--- src/rtl/core/rcl_pkg.sv ---
// ============================================================================
// rcl_pkg: shared types and constants of the rotor cipher letter block
// Command codes, field widths, character constants and the mod table builder.
// ============================================================================
package rcl_pkg;

    localparam int SYM_W      = 5;
    localparam int CHAR_W     = 8;
    localparam int SEL_W      = 3;
    localparam int OP_W       = 2;
    localparam int CFG_IDX_W  = 3;
    localparam int CFG_DATA_W = 5;
    localparam int MOD_TAB_N  = 32;
    localparam int MAX_LW     = 6;
    localparam int RING_REG_COUNT = 3;

    // input op codes
    localparam logic [OP_W-1:0] OP_ENCRYPT = 2'd0;
    localparam logic [OP_W-1:0] OP_LOAD    = 2'd1;
    localparam logic [OP_W-1:0] OP_SET_POS = 2'd2;

    // fixed table selectors
    localparam logic [SEL_W-1:0] SEL_REFLECTOR = 3'd3;
    localparam logic [SEL_W-1:0] SEL_PLUGBOARD = 3'd4;

    // config register indexes
    localparam logic [CFG_IDX_W-1:0] CFG_KEY_READY  = 3'd0;
    localparam logic [CFG_IDX_W-1:0] CFG_KEEP_LOWER = 3'd1;
    localparam logic [CFG_IDX_W-1:0] CFG_RING_FIRST = 3'd2;

    // ASCII
    localparam logic [CHAR_W-1:0] CHAR_UPPER_A = 8'h41;
    localparam logic [CHAR_W-1:0] CHAR_UPPER_Z = 8'h5A;
    localparam logic [CHAR_W-1:0] CHAR_LOWER_A = 8'h61;
    localparam logic [CHAR_W-1:0] CHAR_LOWER_Z = 8'h7A;

    typedef enum logic [2:0] {
        CMD_LETTER,
        CMD_PASS,
        CMD_REFUSE,
        CMD_LOAD_ROTOR,
        CMD_LOAD_REFL,
        CMD_LOAD_PLUG,
        CMD_SET_POS,
        CMD_DROP
    } cmd_kind_t;

    typedef struct packed {
        cmd_kind_t          kind;
        logic               is_lower;
        logic               lower_out;
        logic [CHAR_W-1:0]  char_val;
        logic [SEL_W-1:0]   sel;
        logic [SYM_W-1:0]   index;
        logic [SYM_W-1:0]   value;
    } cmd_t;

    typedef struct packed {
        logic busy;
        logic pop;
    } bk_status_t;

    typedef logic [MOD_TAB_N-1:0][MAX_LW-1:0] mod_tab_t;

    // v mod n for every 5-bit v, built at elaboration
    function automatic mod_tab_t build_mod_tab(input int n);
        mod_tab_t tab;
        int       r;
        for (int v = 0; v < MOD_TAB_N; v++)
        begin
            r = v;
            for (int k = 0; k < MOD_TAB_N; k++)
            begin
                if (r >= n)
                begin
                    r = r - n;
                end
            end
            tab[v] = MAX_LW'(r);
        end
        return tab;
    endfunction

endpackage

--- src/rtl/core/rcl_chan_if.sv ---
// ============================================================================
// rcl_chan_if: valid/ready channels of the rotor cipher letter block
// Input command channel and result channel.
// ============================================================================
interface rcl_in_if;
    logic       valid;
    logic       ready;
    logic [1:0] op;
    logic [7:0] char_in;
    logic [2:0] table_sel;
    logic [4:0] entry_index;
    logic [4:0] entry_value;

    modport source (output valid, output op, output char_in, output table_sel,
                    output entry_index, output entry_value, input ready);
    modport sink   (input valid, input op, input char_in, input table_sel,
                    input entry_index, input entry_value, output ready);
endinterface

interface rcl_out_if;
    logic       valid;
    logic       ready;
    logic [7:0] char_out;
    logic       refused;

    modport source (output valid, output char_out, output refused, input ready);
    modport sink   (input valid, input char_out, input refused, output ready);
endinterface

--- src/rtl/core/rotor_cipher_letter_top.sv ---
// Timing: a letter beat's result is registered once its plugboard, rotor, reflector,
//   rotor and plugboard lookups are done; pass-through and refused beats go straight to the output register.
// Throughput: a letter holds the engine, and no other beat is popped, until its chain of
//   dependent table reads ends, one RAM read per cycle; other beats 1/cycle while the output is free.
// Reset: rst_n is asynchronous, active low; clears config, rotor positions, queue
//   and output valid. Wiring tables are not cleared and must be loaded before use.
// ============================================================================
// rotor_cipher_letter_top: three-rotor reflector cipher, one character per beat
// Front end sorts input beats into commands, a two-entry queue buffers them,
// and the back end runs the plugboard / rotor / reflector lookup chain.
// ============================================================================
module rotor_cipher_letter_top #(
    parameter int ALPHABET_SIZE = 26,
    parameter int ROTOR_COUNT   = 3
) (
    input  logic                              clk,
    input  logic                              rst_n,
    rcl_in_if.sink                            din,
    rcl_out_if.source                         dout,
    input  logic                              cfg_we,
    input  logic [rcl_pkg::CFG_IDX_W-1:0]     cfg_idx,
    input  logic [rcl_pkg::CFG_DATA_W-1:0]    cfg_data
);
    import rcl_pkg::*;

    localparam int LW     = $clog2(ALPHABET_SIZE);
    // only the first three rotors have a ring setting register
    localparam int RING_N = (ROTOR_COUNT < RING_REG_COUNT) ? ROTOR_COUNT : RING_REG_COUNT;
    localparam mod_tab_t MOD_TAB = build_mod_tab(ALPHABET_SIZE);

    logic                           key_ready_reg;
    logic                           keep_lower_reg;
    logic [RING_N-1:0][LW-1:0]      ring_reg;
    logic [ROTOR_COUNT-1:0][LW-1:0] ring;

    logic       q_push;
    logic       q_full;
    logic       q_valid;
    cmd_t       q_in;
    cmd_t       q_head;
    bk_status_t bk_stat;

    // config writes; ring settings are stored already reduced mod alphabet size
    always_ff @(posedge clk or negedge rst_n)
    begin
        if (!rst_n)
        begin
            key_ready_reg  <= 1'b0;
            keep_lower_reg <= 1'b0;
            ring_reg       <= '0;
        end
        else if (cfg_we)
        begin
            case (cfg_idx)
                CFG_KEY_READY:
                begin
                    key_ready_reg <= cfg_data[0];
                end
                CFG_KEEP_LOWER:
                begin
                    keep_lower_reg <= cfg_data[0];
                end
                default:
                begin
                    for (int r = 0; r < RING_N; r++)
                    begin
                        if (cfg_idx == CFG_IDX_W'(int'(CFG_RING_FIRST) + r))
                        begin
                            ring_reg[r] <= MOD_TAB[cfg_data][LW-1:0];
                        end
                    end
                end
            endcase
        end
    end

    // rotors past the third run with ring offset zero
    for (genvar g = 0; g < ROTOR_COUNT; g++)
    begin : g_ring
        if (g < RING_N)
        begin : g_reg
            assign ring[g] = ring_reg[g];
        end
        else
        begin : g_zero
            assign ring[g] = '0;
        end
    end

    rcl_front #(
        .ALPHABET_SIZE (ALPHABET_SIZE),
        .ROTOR_COUNT   (ROTOR_COUNT)
    ) u_front (
        .din        (din),
        .key_ready  (key_ready_reg),
        .keep_lower (keep_lower_reg),
        .q_full     (q_full),
        .push       (q_push),
        .push_data  (q_in)
    );

    rcl_queue u_queue (
        .clk       (clk),
        .rst_n     (rst_n),
        .push      (q_push),
        .push_data (q_in),
        .full      (q_full),
        .pop       (bk_stat.pop),
        .valid     (q_valid),
        .head      (q_head)
    );

    // back end pops a result-producing command only when the output slot is free
    rcl_back #(
        .ALPHABET_SIZE (ALPHABET_SIZE),
        .ROTOR_COUNT   (ROTOR_COUNT)
    ) u_back (
        .clk     (clk),
        .rst_n   (rst_n),
        .q_valid (q_valid),
        .q_head  (q_head),
        .ring    (ring),
        .status  (bk_stat),
        .dout    (dout)
    );

`ifndef SYNTH
    a_no_overflow: assert property (@(posedge clk) disable iff (!rst_n)
        q_push |-> !q_full)
        else $error("command queue overflow");

    a_pop_nonempty: assert property (@(posedge clk) disable iff (!rst_n)
        bk_stat.pop |-> q_valid)
        else $error("pop from empty command queue");

    a_run_after_pop: assert property (@(posedge clk) disable iff (!rst_n)
        $rose(bk_stat.busy) |-> $past(bk_stat.pop))
        else $error("lookup chain started without a popped command");

    a_refused_zero: assert property (@(posedge clk) disable iff (!rst_n)
        (dout.valid && dout.refused) |-> (dout.char_out == '0))
        else $error("refused beat carries a character");
`endif

endmodule

--- src/rtl/core/rcl_ram.sv ---
// ============================================================================
// rcl_ram: generic single-write, single-read RAM
// One write port, one read port with registered read data.
// ============================================================================
module rcl_ram #(
    parameter int WIDTH = 5,
    parameter int DEPTH = 26
) (
    input  logic                     clk,
    input  logic                     we,
    input  logic [$clog2(DEPTH)-1:0] waddr,
    input  logic [WIDTH-1:0]         wdata,
    input  logic [$clog2(DEPTH)-1:0] raddr,
    output logic [WIDTH-1:0]         rdata
);

    logic [WIDTH-1:0] mem [DEPTH];
    logic [WIDTH-1:0] rdata_reg;

    always_ff @(posedge clk)
    begin
        if (we)
        begin
            mem[waddr] <= wdata;
        end
        rdata_reg <= mem[raddr];
    end

    assign rdata = rdata_reg;

endmodule

--- src/rtl/core/rcl_front.sv ---
// ============================================================================
// rcl_front: command intake
// Accepts input beats and sorts them into commands for the back end.
// ============================================================================
module rcl_front #(
    parameter int ALPHABET_SIZE = 26,
    parameter int ROTOR_COUNT   = 3
) (
    rcl_in_if.sink         din,
    input  logic           key_ready,
    input  logic           keep_lower,
    input  logic           q_full,
    output logic           push,
    output rcl_pkg::cmd_t  push_data
);
    import rcl_pkg::*;

    logic      is_upper;
    logic      is_lower;
    cmd_kind_t kind;

    assign is_upper = (din.char_in >= CHAR_UPPER_A) && (din.char_in <= CHAR_UPPER_Z);
    assign is_lower = (din.char_in >= CHAR_LOWER_A) && (din.char_in <= CHAR_LOWER_Z);

    always_comb
    begin
        kind = CMD_DROP;
        unique case (din.op)
            OP_ENCRYPT:
            begin
                if (!key_ready)
                begin
                    kind = CMD_REFUSE;
                end
                else if (is_upper || is_lower)
                begin
                    kind = CMD_LETTER;
                end
                else
                begin
                    kind = CMD_PASS;
                end
            end
            OP_LOAD:
            begin
                if (int'(din.entry_index) >= ALPHABET_SIZE)
                begin
                    kind = CMD_DROP;
                end
                else if (din.table_sel == SEL_REFLECTOR)
                begin
                    kind = CMD_LOAD_REFL;
                end
                else if (din.table_sel == SEL_PLUGBOARD)
                begin
                    kind = CMD_LOAD_PLUG;
                end
                else if (int'(din.table_sel) < ROTOR_COUNT)
                begin
                    kind = CMD_LOAD_ROTOR;
                end
            end
            OP_SET_POS:
            begin
                if (din.table_sel != SEL_REFLECTOR && din.table_sel != SEL_PLUGBOARD
                    && int'(din.table_sel) < ROTOR_COUNT)
                begin
                    kind = CMD_SET_POS;
                end
            end
            default:
            begin
                kind = CMD_DROP;
            end
        endcase
    end

    assign din.ready = !q_full;
    // dropped beats are taken and forgotten here
    assign push = din.valid && !q_full && (kind != CMD_DROP);

    assign push_data.kind      = kind;
    assign push_data.is_lower  = is_lower;
    assign push_data.lower_out = keep_lower && is_lower;
    assign push_data.char_val  = din.char_in;
    assign push_data.sel       = din.table_sel;
    assign push_data.index     = din.entry_index;
    assign push_data.value     = din.entry_value;

endmodule

--- src/rtl/core/rcl_queue.sv ---
// ============================================================================
// rcl_queue: two-entry command queue
// Decouples the intake from the cipher engine.
// ============================================================================
module rcl_queue (
    input  logic           clk,
    input  logic           rst_n,
    input  logic           push,
    input  rcl_pkg::cmd_t  push_data,
    output logic           full,
    input  logic           pop,
    output logic           valid,
    output rcl_pkg::cmd_t  head
);
    import rcl_pkg::*;

    cmd_t       ent_reg [2];
    logic       wr_ptr_reg;
    logic       wr_ptr_next;
    logic       rd_ptr_reg;
    logic       rd_ptr_next;
    logic [1:0] count_reg;
    logic [1:0] count_next;

    always_comb
    begin
        wr_ptr_next = push ? !wr_ptr_reg : wr_ptr_reg;
        rd_ptr_next = pop ? !rd_ptr_reg : rd_ptr_reg;
        count_next  = count_reg + 2'(push) - 2'(pop);
    end

    always_ff @(posedge clk or negedge rst_n)
    begin
        if (!rst_n)
        begin
            wr_ptr_reg <= 1'b0;
            rd_ptr_reg <= 1'b0;
            count_reg  <= 2'd0;
        end
        else
        begin
            wr_ptr_reg <= wr_ptr_next;
            rd_ptr_reg <= rd_ptr_next;
            count_reg  <= count_next;
        end
    end

    always_ff @(posedge clk)
    begin
        if (push)
        begin
            ent_reg[wr_ptr_reg] <= push_data;
        end
    end

    assign full  = (count_reg == 2'd2);
    assign valid = (count_reg != 2'd0);
    assign head  = ent_reg[rd_ptr_reg];

endmodule

--- src/rtl/core/rcl_back.sv ---
// ============================================================================
// rcl_back: cipher engine
// Runs table loads, position writes and the letter lookup chain.
// ============================================================================
module rcl_back #(
    parameter int ALPHABET_SIZE = 26,
    parameter int ROTOR_COUNT   = 3
) (
    input  logic                                          clk,
    input  logic                                          rst_n,
    input  logic                                          q_valid,
    input  rcl_pkg::cmd_t                                 q_head,
    input  logic [ROTOR_COUNT-1:0][$clog2(ALPHABET_SIZE)-1:0] ring,
    output rcl_pkg::bk_status_t                           status,
    rcl_out_if.source                                     dout
);
    import rcl_pkg::*;

    localparam int LW     = $clog2(ALPHABET_SIZE);
    localparam int RW     = (ROTOR_COUNT > 1) ? $clog2(ROTOR_COUNT) : 1;
    localparam int NSTG   = 2 * ROTOR_COUNT + 3;
    localparam int KW     = $clog2(NSTG);
    localparam int RDEPTH = ROTOR_COUNT * ALPHABET_SIZE;
    localparam int RAW    = $clog2(RDEPTH);
    localparam mod_tab_t MOD_TAB = build_mod_tab(ALPHABET_SIZE);
    localparam logic [LW:0]    N_W  = (LW + 1)'(ALPHABET_SIZE);
    localparam logic [RAW-1:0] N_RA = RAW'(ALPHABET_SIZE);
    localparam logic [LW-1:0]  TOP_POS = LW'(ALPHABET_SIZE - 1);

    typedef enum logic {ST_IDLE, ST_RUN} state_t;

    function automatic logic [LW-1:0] reduce(input logic [SYM_W-1:0] v);
        return MOD_TAB[v][LW-1:0];
    endfunction

    function automatic logic [LW-1:0] add_mod(input logic [LW-1:0] a, input logic [LW-1:0] b);
        logic [LW:0] s;
        s = {1'b0, a} + {1'b0, b};
        if (s >= N_W)
        begin
            s = s - N_W;
        end
        return s[LW-1:0];
    endfunction

    function automatic logic [LW-1:0] sub_mod(input logic [LW-1:0] a, input logic [LW-1:0] b);
        logic [LW:0] s;
        s = {1'b0, a} + N_W - {1'b0, b};
        if (s >= N_W)
        begin
            s = s - N_W;
        end
        return s[LW-1:0];
    endfunction

    // stage order: plugboard, rotors up, reflector, rotors down, plugboard
    function automatic logic stg_is_rotor(input int k);
        return (k >= 1 && k <= ROTOR_COUNT) || (k >= ROTOR_COUNT + 2 && k <= 2 * ROTOR_COUNT + 1);
    endfunction

    function automatic logic stg_is_refl(input int k);
        return k == ROTOR_COUNT + 1;
    endfunction

    function automatic logic [RW-1:0] stg_rotor(input int k);
        int r;
        r = 0;
        if (k >= 1 && k <= ROTOR_COUNT)
        begin
            r = k - 1;
        end
        else if (k >= ROTOR_COUNT + 2 && k <= 2 * ROTOR_COUNT + 1)
        begin
            r = 2 * ROTOR_COUNT + 1 - k;
        end
        return RW'(r);
    endfunction

    function automatic logic [RAW-1:0] rot_base(input logic [RW-1:0] r);
        return RAW'(r) * N_RA;
    endfunction

    state_t                         state_reg, state_next;
    logic [KW-1:0]                  k_reg, k_next;
    logic [ROTOR_COUNT-1:0][LW-1:0] pos_reg, pos_next;
    logic [LW-1:0]                  off_a_reg, off_a_next;
    logic [LW-1:0]                  off_b_reg, off_b_next;
    logic                           lower_reg, lower_next;
    logic                           out_valid_reg, out_valid_next;
    logic [CHAR_W-1:0]              out_char_reg, out_char_next;
    logic                           out_refused_reg, out_refused_next;

    logic                           plug_we, refl_we, rot_we;
    logic [LW-1:0]                  ltr_waddr, ltr_raddr;
    logic [RAW-1:0]                 rot_waddr, rot_raddr;
    logic [SYM_W-1:0]               plug_rdata, refl_rdata, rot_rdata;

    logic [ROTOR_COUNT-1:0][LW-1:0] adv;
    logic                           carry;
    logic                           pop;
    logic                           out_free;
    logic                           needs_out;
    logic [SYM_W-1:0]               raw;
    logic [LW-1:0]                  vr;
    logic [LW-1:0]                  val;
    logic [LW-1:0]                  c0;
    logic [RW-1:0]                  r_ahead;
    int                             k_cur;

    always_comb
    begin
        state_next       = state_reg;
        k_next           = k_reg;
        pos_next         = pos_reg;
        off_a_next       = off_a_reg;
        off_b_next       = off_b_reg;
        lower_next       = lower_reg;
        out_valid_next   = out_valid_reg;
        out_char_next    = out_char_reg;
        out_refused_next = out_refused_reg;
        plug_we          = 1'b0;
        refl_we          = 1'b0;
        rot_we           = 1'b0;
        pop              = 1'b0;

        k_cur     = int'(k_reg);
        ltr_waddr = LW'(q_head.index);
        rot_waddr = rot_base(RW'(q_head.sel)) + RAW'(q_head.index);
        out_free  = !out_valid_reg || dout.ready;
        needs_out = (q_head.kind inside {CMD_LETTER, CMD_PASS, CMD_REFUSE});

        if (out_valid_reg && dout.ready)
        begin
            out_valid_next = 1'b0;
        end

        // letter index of the queued character
        c0 = reduce(SYM_W'(q_head.char_val - (q_head.is_lower ? CHAR_LOWER_A : CHAR_UPPER_A)));

        // odometer, no notches
        carry = 1'b1;
        for (int r = 0; r < ROTOR_COUNT; r++)
        begin
            adv[r] = pos_reg[r];
            if (carry)
            begin
                adv[r] = (pos_reg[r] == TOP_POS) ? '0 : pos_reg[r] + 1'b1;
            end
            carry = carry && (pos_reg[r] == TOP_POS);
        end

        // lookup chain: finish stage k, issue stage k+1
        if (stg_is_rotor(k_cur))
        begin
            raw = rot_rdata;
        end
        else if (stg_is_refl(k_cur))
        begin
            raw = refl_rdata;
        end
        else
        begin
            raw = plug_rdata;
        end
        vr        = reduce(raw);
        val       = stg_is_rotor(k_cur) ? sub_mod(vr, off_a_reg) : vr;
        ltr_raddr = val;
        rot_raddr = rot_base(stg_rotor(k_cur + 1)) + RAW'(add_mod(val, off_b_reg));
        r_ahead   = stg_rotor(k_cur + 2);

        unique case (state_reg)
            ST_IDLE:
            begin
                ltr_raddr = c0;
                if (q_valid && (!needs_out || out_free))
                begin
                    pop = 1'b1;
                    case (q_head.kind)
                        CMD_LETTER:
                        begin
                            pos_next   = adv;
                            off_a_next = '0;
                            off_b_next = add_mod(adv[0], ring[0]);
                            k_next     = '0;
                            lower_next = q_head.lower_out;
                            state_next = ST_RUN;
                        end
                        CMD_PASS:
                        begin
                            out_valid_next   = 1'b1;
                            out_char_next    = q_head.char_val;
                            out_refused_next = 1'b0;
                        end
                        CMD_REFUSE:
                        begin
                            out_valid_next   = 1'b1;
                            out_char_next    = '0;
                            out_refused_next = 1'b1;
                        end
                        CMD_LOAD_ROTOR:
                        begin
                            rot_we = 1'b1;
                        end
                        CMD_LOAD_REFL:
                        begin
                            refl_we = 1'b1;
                        end
                        CMD_LOAD_PLUG:
                        begin
                            plug_we = 1'b1;
                        end
                        CMD_SET_POS:
                        begin
                            pos_next[RW'(q_head.sel)] = reduce(q_head.value);
                        end
                        default:
                        begin
                        end
                    endcase
                end
            end
            ST_RUN:
            begin
                off_a_next = off_b_reg;
                off_b_next = add_mod(pos_reg[r_ahead], ring[r_ahead]);
                k_next     = k_reg + 1'b1;
                if (k_cur == NSTG - 1)
                begin
                    out_valid_next   = 1'b1;
                    out_char_next    = (lower_reg ? CHAR_LOWER_A : CHAR_UPPER_A) + CHAR_W'(val);
                    out_refused_next = 1'b0;
                    state_next       = ST_IDLE;
                end
            end
            default:
            begin
                state_next = ST_IDLE;
            end
        endcase
    end

    always_ff @(posedge clk or negedge rst_n)
    begin
        if (!rst_n)
        begin
            state_reg       <= ST_IDLE;
            k_reg           <= '0;
            pos_reg         <= '0;
            off_a_reg       <= '0;
            off_b_reg       <= '0;
            lower_reg       <= 1'b0;
            out_valid_reg   <= 1'b0;
            out_char_reg    <= '0;
            out_refused_reg <= 1'b0;
        end
        else
        begin
            state_reg       <= state_next;
            k_reg           <= k_next;
            pos_reg         <= pos_next;
            off_a_reg       <= off_a_next;
            off_b_reg       <= off_b_next;
            lower_reg       <= lower_next;
            out_valid_reg   <= out_valid_next;
            out_char_reg    <= out_char_next;
            out_refused_reg <= out_refused_next;
        end
    end

    rcl_ram #(.WIDTH(SYM_W), .DEPTH(ALPHABET_SIZE)) u_plug_ram (
        .clk   (clk),
        .we    (plug_we),
        .waddr (ltr_waddr),
        .wdata (q_head.value),
        .raddr (ltr_raddr),
        .rdata (plug_rdata)
    );

    rcl_ram #(.WIDTH(SYM_W), .DEPTH(ALPHABET_SIZE)) u_refl_ram (
        .clk   (clk),
        .we    (refl_we),
        .waddr (ltr_waddr),
        .wdata (q_head.value),
        .raddr (ltr_raddr),
        .rdata (refl_rdata)
    );

    rcl_ram #(.WIDTH(SYM_W), .DEPTH(RDEPTH)) u_rotor_ram (
        .clk   (clk),
        .we    (rot_we),
        .waddr (rot_waddr),
        .wdata (q_head.value),
        .raddr (rot_raddr),
        .rdata (rot_rdata)
    );

    assign dout.valid    = out_valid_reg;
    assign dout.char_out = out_char_reg;
    assign dout.refused  = out_refused_reg;
    assign status.busy   = (state_reg == ST_RUN);
    assign status.pop    = pop;

endmodule
--- src/flat_wrapper.sv ---
// flat-port wrapper written by rule: the top's interface ports become plain ports
module rotor_cipher_letter_top_flat import rcl_pkg::*;
#(
    parameter int ALPHABET_SIZE = 26,
    parameter int ROTOR_COUNT   = 3
)
  (clk, rst_n, cfg_we, cfg_idx, cfg_data, din_valid, din_op, din_char_in, din_table_sel, din_entry_index, din_entry_value, din_ready, dout_valid, dout_char_out, dout_refused, dout_ready);
  rcl_in_if din_i ();
  rcl_out_if dout_i ();
  input  logic clk;
  input  logic rst_n;
  input  logic cfg_we;
  input  logic [rcl_pkg::CFG_IDX_W-1:0] cfg_idx;
  input  logic [rcl_pkg::CFG_DATA_W-1:0] cfg_data;
  input wire logic [$bits(din_i.valid)-1:0] din_valid;
  input wire logic [$bits(din_i.op)-1:0] din_op;
  input wire logic [$bits(din_i.char_in)-1:0] din_char_in;
  input wire logic [$bits(din_i.table_sel)-1:0] din_table_sel;
  input wire logic [$bits(din_i.entry_index)-1:0] din_entry_index;
  input wire logic [$bits(din_i.entry_value)-1:0] din_entry_value;
  output wire logic [$bits(din_i.ready)-1:0] din_ready;
  output wire logic [$bits(dout_i.valid)-1:0] dout_valid;
  output wire logic [$bits(dout_i.char_out)-1:0] dout_char_out;
  output wire logic [$bits(dout_i.refused)-1:0] dout_refused;
  input wire logic [$bits(dout_i.ready)-1:0] dout_ready;
  assign din_i.valid = din_valid;
  assign din_i.op = din_op;
  assign din_i.char_in = din_char_in;
  assign din_i.table_sel = din_table_sel;
  assign din_i.entry_index = din_entry_index;
  assign din_i.entry_value = din_entry_value;
  assign din_ready = din_i.ready;
  assign dout_valid = dout_i.valid;
  assign dout_char_out = dout_i.char_out;
  assign dout_refused = dout_i.refused;
  assign dout_i.ready = dout_ready;
  rotor_cipher_letter_top #(.ALPHABET_SIZE(ALPHABET_SIZE), .ROTOR_COUNT(ROTOR_COUNT)) u_core (.clk(clk), .rst_n(rst_n), .din(din_i), .dout(dout_i), .cfg_we(cfg_we), .cfg_idx(cfg_idx), .cfg_data(cfg_data));
endmodule
--- config.mk ---
export PLATFORM = sky130hd
export DESIGN_NAME = rotor_cipher_letter_top_flat
export DESIGN_NICKNAME = d
export VERILOG_FILES = /design/src/rtl/core/rcl_pkg.sv /design/src/rtl/core/rcl_chan_if.sv /design/src/rtl/core/rotor_cipher_letter_top.sv /design/src/rtl/core/rcl_ram.sv /design/src/rtl/core/rcl_front.sv /design/src/rtl/core/rcl_queue.sv /design/src/rtl/core/rcl_back.sv /design/src/flat_wrapper.sv
export SDC_FILE = /design/constraint.sdc
export NUM_CORES = 1
export LEC_CHECK = 0
export BUFFER_PORTS_ARGS = -buffer_cell sky130_fd_sc_hd__buf_4
export CAP_MARGIN = 10
export CORE_MARGIN = 5
export CORE_UTILIZATION = 54
export DETAILED_ROUTE_END_ITERATION = 10
export HOLD_SLACK_MARGIN = 0.02
export PLACE_DENSITY = 0.69
export SYNTH_ARGS = -nofsm -noshare
export SYNTH_HDL_FRONTEND = slang
export SYNTH_SLANG_ARGS = --single-unit
--- constraint.sdc ---
create_clock -name clk -period 20.7 [get_ports clk]
set_clock_uncertainty 0.15 [all_clocks]
set_input_delay 1.035 -clock clk [delete_from_list [all_inputs] [get_ports clk]]
set_output_delay 1.035 -clock clk [all_outputs]
set_load 0.005 [all_outputs]
## Word-level counts from Yosys, hierarchy flattened

Memories as Yosys holds them, arrays and structs flattened. A register that Yosys moved wholly into a read port is not among the register bits.
Index checks and enable logic that the tools add are counted.

- Add/subtract/negate cells: 25
- $mul: 2
- Equal/unequal tests: 29
- Muxes and demuxes: 83
- Magnitude comparators: 29
- Reductions and logical operators: 45
- Bitwise operators: 2

Operator list:

| cell | count |
|---|---|
| $mux 5 | 24 |
| $pmux 8 s2 | 2 |
| $mux 1 | 30 |
| $pmux 15 s2 | 1 |
| $sub 5x5->5 const B | 5 |
| $ge 6x5->1 const B | 4 |
| $lt 5x6->1 const B | 4 |
| $bmux 5 s2 | 2 |
| $pmux 5 s2 | 2 |
| $add 5x5->6 | 3 |
| $reduce_and 3->1 | 6 |
| $logic_and 1x1->1 | 17 |
| $ge 8x7->1 const B | 2 |
| $le 8x7->1 const B | 2 |
| $mux 8 | 2 |
| $add 5x1->5 const B | 3 |
| $bwmux 15 | 1 |
| $eq 3x2->1 const B | 5 |
| $eq 3x3->1 const B | 5 |
| $eq 5x5->1 const B | 3 |
| $add 7x5->7 | 2 |
| $mul 2x4->6 const B | 2 |
| $mux 3 | 4 |
| $demux 5 s2 | 1 |
| other kinds (46) | 83 |

- Memory bits (read-only): 768
- Input bits: 36
- Memory bits (writable): 702
- Memories kept: 8
- Register bits: 62
- Logic and storage cells: 242
- Output and inout port bits: 11

Memories:

| name | words | width | rd ports | clocked after memory_dff | write ports | line | text |
|---|---|---|---|---|---|---|---|
| u_core.u_back.u_rotor_ram.mem | 78 | 5 | 1 | 1 | 1 | rcl_ram.sv:17 | `logic [WIDTH-1:0] mem [DEPTH];` |
| (no name shown) | 32 | 6 | 1 | 0 | 0 | rotor_cipher_letter_top.sv:69 | `ring_reg[r] <= MOD_TAB[cfg_data][LW-1:0];` |
| (no name shown) | 32 | 6 | 1 | 0 | 0 | rcl_back.sv:33 | `return MOD_TAB[v][LW-1:0];` |
| (no name shown) | 32 | 6 | 1 | 0 | 0 | rcl_back.sv:33 |  |
| (no name shown) | 32 | 6 | 1 | 0 | 0 | rcl_back.sv:33 |  |
| u_core.u_back.u_plug_ram.mem | 26 | 5 | 1 | 1 | 1 | rcl_ram.sv:17 |  |
| +2 memories | - | - | - | - | - | - |  |

## Longest topological paths before layout

Gate-level depths: netlist (run 1).

- Depth in word-level cells: 15
- Depth in mapped cells: 37

## Modules after synthesis

A second synthesis (run 1) with hierarchy kept.

- Cells, all modules: 2177
- Area, all modules: 34236.6 sq um

By module, submodules not included:

| module | area an instance (sq um) | instances | cells an instance |
|---|---|---|---|
| rcl_ram (u_core.u_back.u_rotor_ram) | 15527.4 | 1 | 756 |
| rcl_ram (u_core.u_back.u_plug_ram ...) | 5368.9 | 2 | 315 |
| rcl_back | 4734.5 | 1 | 578 |
| rcl_queue | 2175.8 | 1 | 96 |
| rotor_cipher_letter_top | 713.2 | 1 | 62 |
| rcl_front | 347.8 | 1 | 55 |

## Worst setup path before layout (run 1)

Ideal clock, no wire load.

- Path kind: flip-flop to flip-flop
- Start point: reg u_core.u_back.k_reg[0]
- End point: reg u_core.u_back.u_rotor_ram.rdata_reg[0] (netlist: u_core.u_back.u_rotor_ram.rdata[0]) (read register of u_core.u_back.u_rotor_ram.mem)
- Path slack: 12.062 ns
- Library setup time: 0.121 ns
- Clock period less this slack: 8.638 ns
- Arrival: 8.367 ns
- Buffers on the path: 3
- Stages on the path, launching flop included: 34
- Cells stage by stage: dfrtp_1 > clkbuf_1 > inv_1 > ha_1 > nand3b_4 > mux2_2 > mux2i_1 > nand3_1 > o21ai_0 > xnor2_1 > ha_1 > inv_1 > fa_1 > nand2b_1 > a21oi_1 > xor2_1 > a22oi_1 > a32oi_4 > inv_2 > fa_1 > inv_1 > a21o_1 > a21oi_1 > xnor2_1 > inv_1 > o21ai_0 > mux2i_1 > inv_1 > fa_1 > buf_1 > clkbuf_1 > mux4_2 > mux4_2 > mux2_2

- Word-level cells in the longest chain between the ends: 15
- Elaborated cells between the ends (all ways): 35
- Classes of those cells: add/sub (9); mul (1); order compare (10); eq/ne (1); mux (8); reduce/logical (5); memory (1)

Ends and longest elaborated chain:

| what | line | text |
|---|---|---|
| start, declared | rcl_back.sv:84 | `logic [KW-1:0] k_reg, k_next;` |
| start signal, assigned | rcl_back.sv:259 | `k_reg <= k_next;` |
| $ge 4x1->1, or another cell as far along | rcl_back.sv:58 | `return (k >= 1 && k <= ROTOR_COUNT) \|\| (k >= ROTOR_COUNT + 2 && k <= 2 * ROTOR_COUNT + 1);` |
| $logic_and 1x1->1 | rcl_back.sv:58 |  |
| $logic_or 1x1->1 | rcl_back.sv:58 |  |
| $mux 5 | rcl_back.sv:153 | `if (stg_is_rotor(k_cur))` |
| $mem_v2 32x6 | - |  |
| $mux 5 (implied by the code) | rcl_back.sv:33 |  |
| $add 5x5->6 | rcl_back.sv:48 | `s = {1'b0, a} + N_W - {1'b0, b};` |
| $sub 6x5->6 | rcl_back.sv:48 |  |
| $sub 5x5->5 or $ge 6x5->1 (tied branches) | rcl_back.sv:51, rcl_back.sv:49 |  |
| $mux 5 | rcl_back.sv:49 | `if (s >= N_W)` |
| $mux 5 | rcl_back.sv:166 | `val = stg_is_rotor(k_cur) ? sub_mod(vr, off_a_reg) : vr;` |
| $add 5x5->6 | rcl_back.sv:38 | `s = {1'b0, a} + {1'b0, b};` |
| $sub 5x5->5 or $ge 6x5->1 (tied branches) | rcl_back.sv:41, rcl_back.sv:39 |  |
| $mux 5 | rcl_back.sv:39 | `if (s >= N_W)` |
| $add 7x5->7 (*) | rcl_back.sv:168 | `rot_raddr = rot_base(stg_rotor(k_cur + 1)) + RAW'(add_mod(val, off_b_reg));` |
| end, declared | rcl_ram.sv:18 | `logic [WIDTH-1:0] rdata_reg;` |

Every way passes the cells marked *; elsewhere a longest branch is shown, timed or not. The select of a mux whose other input is x is not followed.
A chain may end at the register's enable or synchronous reset.

## Worst setup path after layout (run 1)

- Start point: reg u_core.u_back.k_reg[0]
- End point: reg u_core.u_back.u_rotor_ram.rdata_reg[4] (netlist: u_core.u_back.u_rotor_ram.rdata[4]) (read register of u_core.u_back.u_rotor_ram.mem)

Same word-level chain as after synthesis.

==> impl_metrics.toml, run 1 <==
[grt]
grt_overflow_total = 0
grtUsageTotal = 0.232
grt_pass1_wl_um = 119000
antenna_found_initial = 0
grt_pass1_vias = 19100
grt_max_degree = 97

[floorplan]
fp.dieW_um = 260
die_area_um2 = 67400
fp.coreArea_um2 = 61700
io_pins = 47
die_h_um = 260
initial_core_util = 0.545
row_count = 91

[synthesis]
synth_edf_count = 698
synthArstFlopShare = 0.0800
syn_inst = 2120
synth_cell_types = 83
synth_top_area_frac = 0.623
yosysMostFrequentCell = "edfxtp_1"
synth_seq_area_share = 0.678
synthTopCellsByArea = "edfxtp_1 62%, mux4_2 8.9%, dfrtp_1 4.6%"
synth_commonest_cells = "698 x edfxtp_1, 216 x nor2_1, 138 x nand2_1"
synth_top_area_cell = "edfxtp_1"
ys.flop_type = "edfxtp_1"
yosys_warnings = 0
synthesis.area_um2 = 33600
synth.avg_cell_area_um2 = 15.9
yosys_register_bits = 775
synth_nets = 2224

[finish]
largest_register_ffs = 390
top_register = "u_core.u_back.u_rotor_ram.mem"
layout.nets = 2292
seq_area_um2 = 22800
area_growth_pct = 11.6
multi_input_area_um2 = 10300
drive_gt1_frac = 0.171
top_regs = "u_core.u_back.u_rotor_ram.mem x390, u_core.u_back.u_plug_ram.mem x130, u_core.u_back.u_refl_ram.mem x130"
fill_cells = 4590

[sta]
fin_crit_ns = 10.01
max_freq_ghz = 0.0999
hold_viol_final = 0
worst_pin_slew_ns = 1.15
final.setup.tns_ns = 0
setup_viol = 0
slew_viol_final = 0
maxSlewHeadroom = 0.227
rsz0062_at_grt = "no"
post-route-period-util = 0.483

[critical_path]
timing.rr.start = "u_core.u_back.k_reg[0]"
rrSetupSlack_ns = 10.69
crit_path_max_incr_delay_ns = 0.80
critical_path.most_common_cell = "inv_1"
crit_end = "u_core.u_back.u_rotor_ram.rdata[4]"
worstPathArrival_ns = 10.36
timing.rr.end = "u_core.u_back.u_rotor_ram.rdata[4]"
crit_type = "register to register"
worstRegToRegCells = 31
critPathLaunchType = "register"
cp-startpoint = "u_core.u_back.k_reg[0]"
crit_fanout = 60
cp-end-kind = "register"
required_ns = 21.05
crit_slowest_cell = "dfrtp_1"

[clocking]
cts_hold_buf = 0
cts_root_buffer = "clkbuf_16"
clk_path_buf_depth = 3
postCtsSetupRepairBufs = 0
cts-resized-gates = 0
cts_tree = "done"
numCtsBuffers = 78
htreeDepth = 3
cts.clk_slew.worst_paths_ns = 0.06
clock-sinks = 775
clk_latency_ns = 0.62

[job]
cap_violations = 0

[routing]
met2_length_um = 37500
dr.pass1.iters = 5
drtAntennaViolNets = 0
dr.max_layer_used = "met4"
wl_met1_um = 32400
drtIter0Drc = 2147
drc = 0
dr_wl_met3_um = 6250
vias_per_cell = 6.26
dr_total_vias = 19300
wl_per_cell_um = 25.2
wl_um = 77800

[placed_design]
hpwl_um = 50300
gp_congestion = 0.871
portBuffers = 46

[run_status]
status = "completed"

[worst_hold_path]
min_path_type = "register to register"
==> cell type report <==
class                   instances  area share
diodes                          1   0.0000667
flip-flops and latches        775       0.608
clock buffers                 106      0.0581
multi-input cells            1205       0.275
well taps                     837      0.0279
clock inverters                38      0.0117
repair buffers                 68      0.0136
inverters                      60     0.00603
==> worst max-delay path, delay by kind of cell (launching register included) <==
kind / cells / cell delay (ns)
muxes: 6 / 2.37
AOI/OAI and AO/OA: 7 / 1.63
and+or+nand+nor: 3 / 0.49
xor gates and xnor gates: 4 / 0.92
buffers and inverters: 6 / 1.36
DFF: 1 / 0.80
adders and majority gates: 5 / 2.05
==> placed cells by master, fill, tap and decap left out, drive strengths merged, types with 26 or more instances in the layout <==
cell	instances
nor2	217
mux2i	104
o21ai	86
mux2	41
a21oi	60
inv	61
nand3	36
clkinv	26
clkbuf	106
ha	62
buf	68
edfxtp	698
dfrtp	62
xnor2	30
mux4	133
nand2	141
==> cells by family (layout without fill, tap and decap cells) <==
logic type | count (synthesis) | in the layout | share of synthesized area
flops | 775 | 775 | 0.678
simple gates | 474 | 474 | 0.0616
compound gates | 340 | 340 | 0.0698
mux | 278 | 278 | 0.134
buf+inv | 140 | 272 | 0.0180
fa+ha+maj | 68 | 68 | 0.0266
xor+xnor | 45 | 45 | 0.0117
other cells | 0 | 1 | 0
==> worst min-delay path by stage <==
stage,start,endpoint,cells past startpoint
3_5_place_dp,u_core.u_back.off_a_reg[1],u_core.u_back.off_a_reg[1],2
3_3_place_gp,u_core.u_back.off_a_reg[1],u_core.u_back.off_a_reg[1],2
6_report,u_core.ring[6],u_core.ring[6],2
2_1_floorplan,u_core.ring[6],u_core.ring[6],2
5_1_grt,u_core.u_queue.count_reg[1],u_core.u_queue.count_reg[1],1
4_1_cts,u_core.u_back.off_a_reg[1],u_core.u_back.off_a_reg[1],2
==> metrics by stage <==
| stage | cell area (um2) | hold WS [ns] | util | instances | worst slack, ns |
|---|---|---|---|---|---|
| after floorplan | 33600 | 0.300 | - | 2120 | 12.06 |
| after global placement | 34900 | 0.325 | 0.566 | 2945 | 11.09 |
| after detailed placement | 34900 | 0.338 | 0.566 | 2945 | 10.80 |
| after CTS | 37500 | 0.350 | 0.608 | 3089 | 10.75 |
| after global routing | 37500 | 0.379 | 0.608 | 3089 | 10.02 |
| final | 37500 | 0.349 | 0.608 | 3090 | 10.69 |
==> metal layers <==
| metal | up-vias | GRT usage |
|---|---|---|
| met5 | - | 0 |
| met4 | 0 | 0.0622 |
| met3 | 110 | 0.0378 |
| met2 | 890 | 0.370 |
| met1 | 9860 | 0.340 |
| li1 | 8475 | - |
Power of run 1 is not shown: default switching activity piles up to over one toggle a cycle in this logic, so the estimate is an artifact.
==> inputs of run 2 (changes only) <==
--- a/config.mk
+++ b/config.mk
@@ -11,7 +11,7 @@
 export CORE_UTILIZATION = 54
 export DETAILED_ROUTE_END_ITERATION = 10
 export HOLD_SLACK_MARGIN = 0.02
-export PLACE_DENSITY = 0.69
+export PLACE_DENSITY = 0.72
 export SYNTH_ARGS = -nofsm -noshare
 export SYNTH_HDL_FRONTEND = slang
 export SYNTH_SLANG_ARGS = --single-unit
==> constraint.sdc (replaced) <==
create_clock -name clk -period 8.6 [get_ports clk]
set_clock_uncertainty 0.15 [all_clocks]
set_input_delay 0.43 -clock clk [delete_from_list [all_inputs] [get_ports clk]]
set_output_delay 0.43 -clock clk [all_outputs]
set_load 0.005 [all_outputs]
==> impl_metrics.toml, run 2 (synthesis results as in run 1) <==
[clocking]
cts.clk_slew.worst_paths_ns = 0.06
cts_tree = "done"
clock-sinks = 775
clk_latency_ns = 0.62
clk_path_buf_depth = 3
cts_root_buffer = "clkbuf_16"
htreeDepth = 3
numCtsBuffers = 78
postCtsSetupRepairBufs = 0

[finish]
top_regs = "u_core.u_back.u_rotor_ram.mem x390, u_core.u_back.u_plug_ram.mem x130, u_core.u_back.u_refl_ram.mem x130"
area_growth_pct = 12.7
layout.nets = 2331
top_register = "u_core.u_back.u_rotor_ram.mem"
design_area_um2 = 37900
utilization = 0.614
antenna_cells = 0
final_common_cell = "edfxtp_1"
drive_gt1_frac = 0.172
final_cell_mix = "698 x edfxtp_1, 213 x nor2_1, 138 x nand2_1, 133 x mux4_2, 102 x mux2i_1"
fill_cells = 4423
largest_register_ffs = 390

[sta]
slew_viol_final = 0
post-route-period-util = 0.953
max_freq_ghz = 0.122
hold_viol_final = 0
worst_slack_ns = 0.402
maxSlewHeadroom = 0.226
worst_pin_slew_ns = 1.15
fin_crit_ns = 8.20
setup_viol = 0

[routing]
drtIter0Drc = 2053
dr_total_vias = 19400
wl_per_cell_um = 24.8
dr.pass1.iters = 5
wl_um = 77500
drc = 0
vias_per_cell = 6.22
drtAntennaViolNets = 0

[grt]
grt_pass1_wl_um = 118000
grt_overflow_total = 0
grt_pass1_vias = 19300
met3_usage = 0.0472
use_met1 = 0.320
use_met2 = 0.370
antenna_found_initial = 0
top_usage_layer = "met2"
grtUsageTotal = 0.230
grt_max_degree = 110

[critical_path]
crit_slowest_cell = "mux4_2"
critical_path.most_common_cell = "inv_1"
crit_path_max_incr_delay_ns = 0.47
required_ns = 8.95
crit_family = "adder cells"
crit_type = "register to register"
critPathLaunchType = "register"
worstPathArrival_ns = 8.55
crit_fanout = 20
cp-end-kind = "register"
worst-path-buf-inv = 8

[floorplan]
initial_core_util = 0.545
die_area_um2 = 67400
io_pins = 47
fp.dieW_um = 260
fp.coreArea_um2 = 61700
die_h_um = 260
row_count = 91

[placed_design]
hpwl_um = 49100
portBuffers = 46
gp_congestion = 0.892
placed_cell_area_um2 = 35000
place_ws_ns = -0.107

[run_status]
status = "completed"

[job]
cap_violations = 0

[worst_hold_path]
min_path_type = "primary input to register"
-- run 2: area by class of cell --
| cell class | count | area [um2] | area share |
|---|---|---|---|
| tap | 837 | 1050 | 0.0276 |
| timing repair buffer | 107 | 910 | 0.0240 |
| sequential | 775 | 22800 | 0.602 |
| clock buffer | 100 | 2110 | 0.0556 |
| clock inverter | 40 | 449 | 0.0119 |
| multi-input combinational | 1205 | 10300 | 0.273 |
| inverter | 60 | 226 | 0.00598 |
-- run 2: final timing paths --
check | end | cells past startpoint | from | slack [ns]
max reg2reg | u_core.u_back.u_rotor_ram.rdata[1] | 36 | u_core.u_back.k_reg[1] | 0.40
max in group asynchronous | u_core.u_queue.rd_ptr_reg | 2 | rst_n | 7.42
min | u_core.ring[7] | 3 | cfg_data[2] | 0.08
min in group asynchronous | u_core.ring[9] | 2 | rst_n | 0.29
max | u_core.u_back.u_rotor_ram.rdata[1] | 36 | u_core.u_back.k_reg[1] | 0.40
min reg2reg | u_core.u_back.off_a_reg[1] | 2 | u_core.u_back.off_a_reg[1] | 0.34
-- run 2: routing by layer --
metal  vias up  part of all wire
li1       8528                 -
met1      9864              0.40
met2       871              0.49
met3       169             0.076
met4         0             0.036
met5         -                 0
-- run 2: stage by stage --
stage | hold slack, ns | TNS [ns] | instances
floorplan | -0.0156 | 0 | 2120
global placement | 0.322 | -0.00139 | 2953
detailed placement | 0.331 | -0.469 | 2953
CTS | 0.0322 | 0 | 3124
global route | 0.0712 | -0.00730 | 3124
finish | 0.0768 | 0 | 3124
-- run 2: what timing repair did --
item | in CTS | in global routing
gates cloned | 0 | 0
gates resized for setup | 2 | 14
endpoints found under the setup margin | 5 | 5
endpoints found under the hold margin | 123 | 0
hold buffers | 31 | 0
-- run 2: worst register-to-register path, delay by kind of cell, from the launching register on --
family | cells | cell delay, ns
simple gates | 2 | 0.32
flops | 1 | 0.45
fa+ha+maj | 6 | 1.83
mux | 5 | 1.80
buf+inv | 8 | 0.89
compound gates | 10 | 1.78
xor+xnor | 5 | 0.88
Power of run 2 is left out for the same reason.
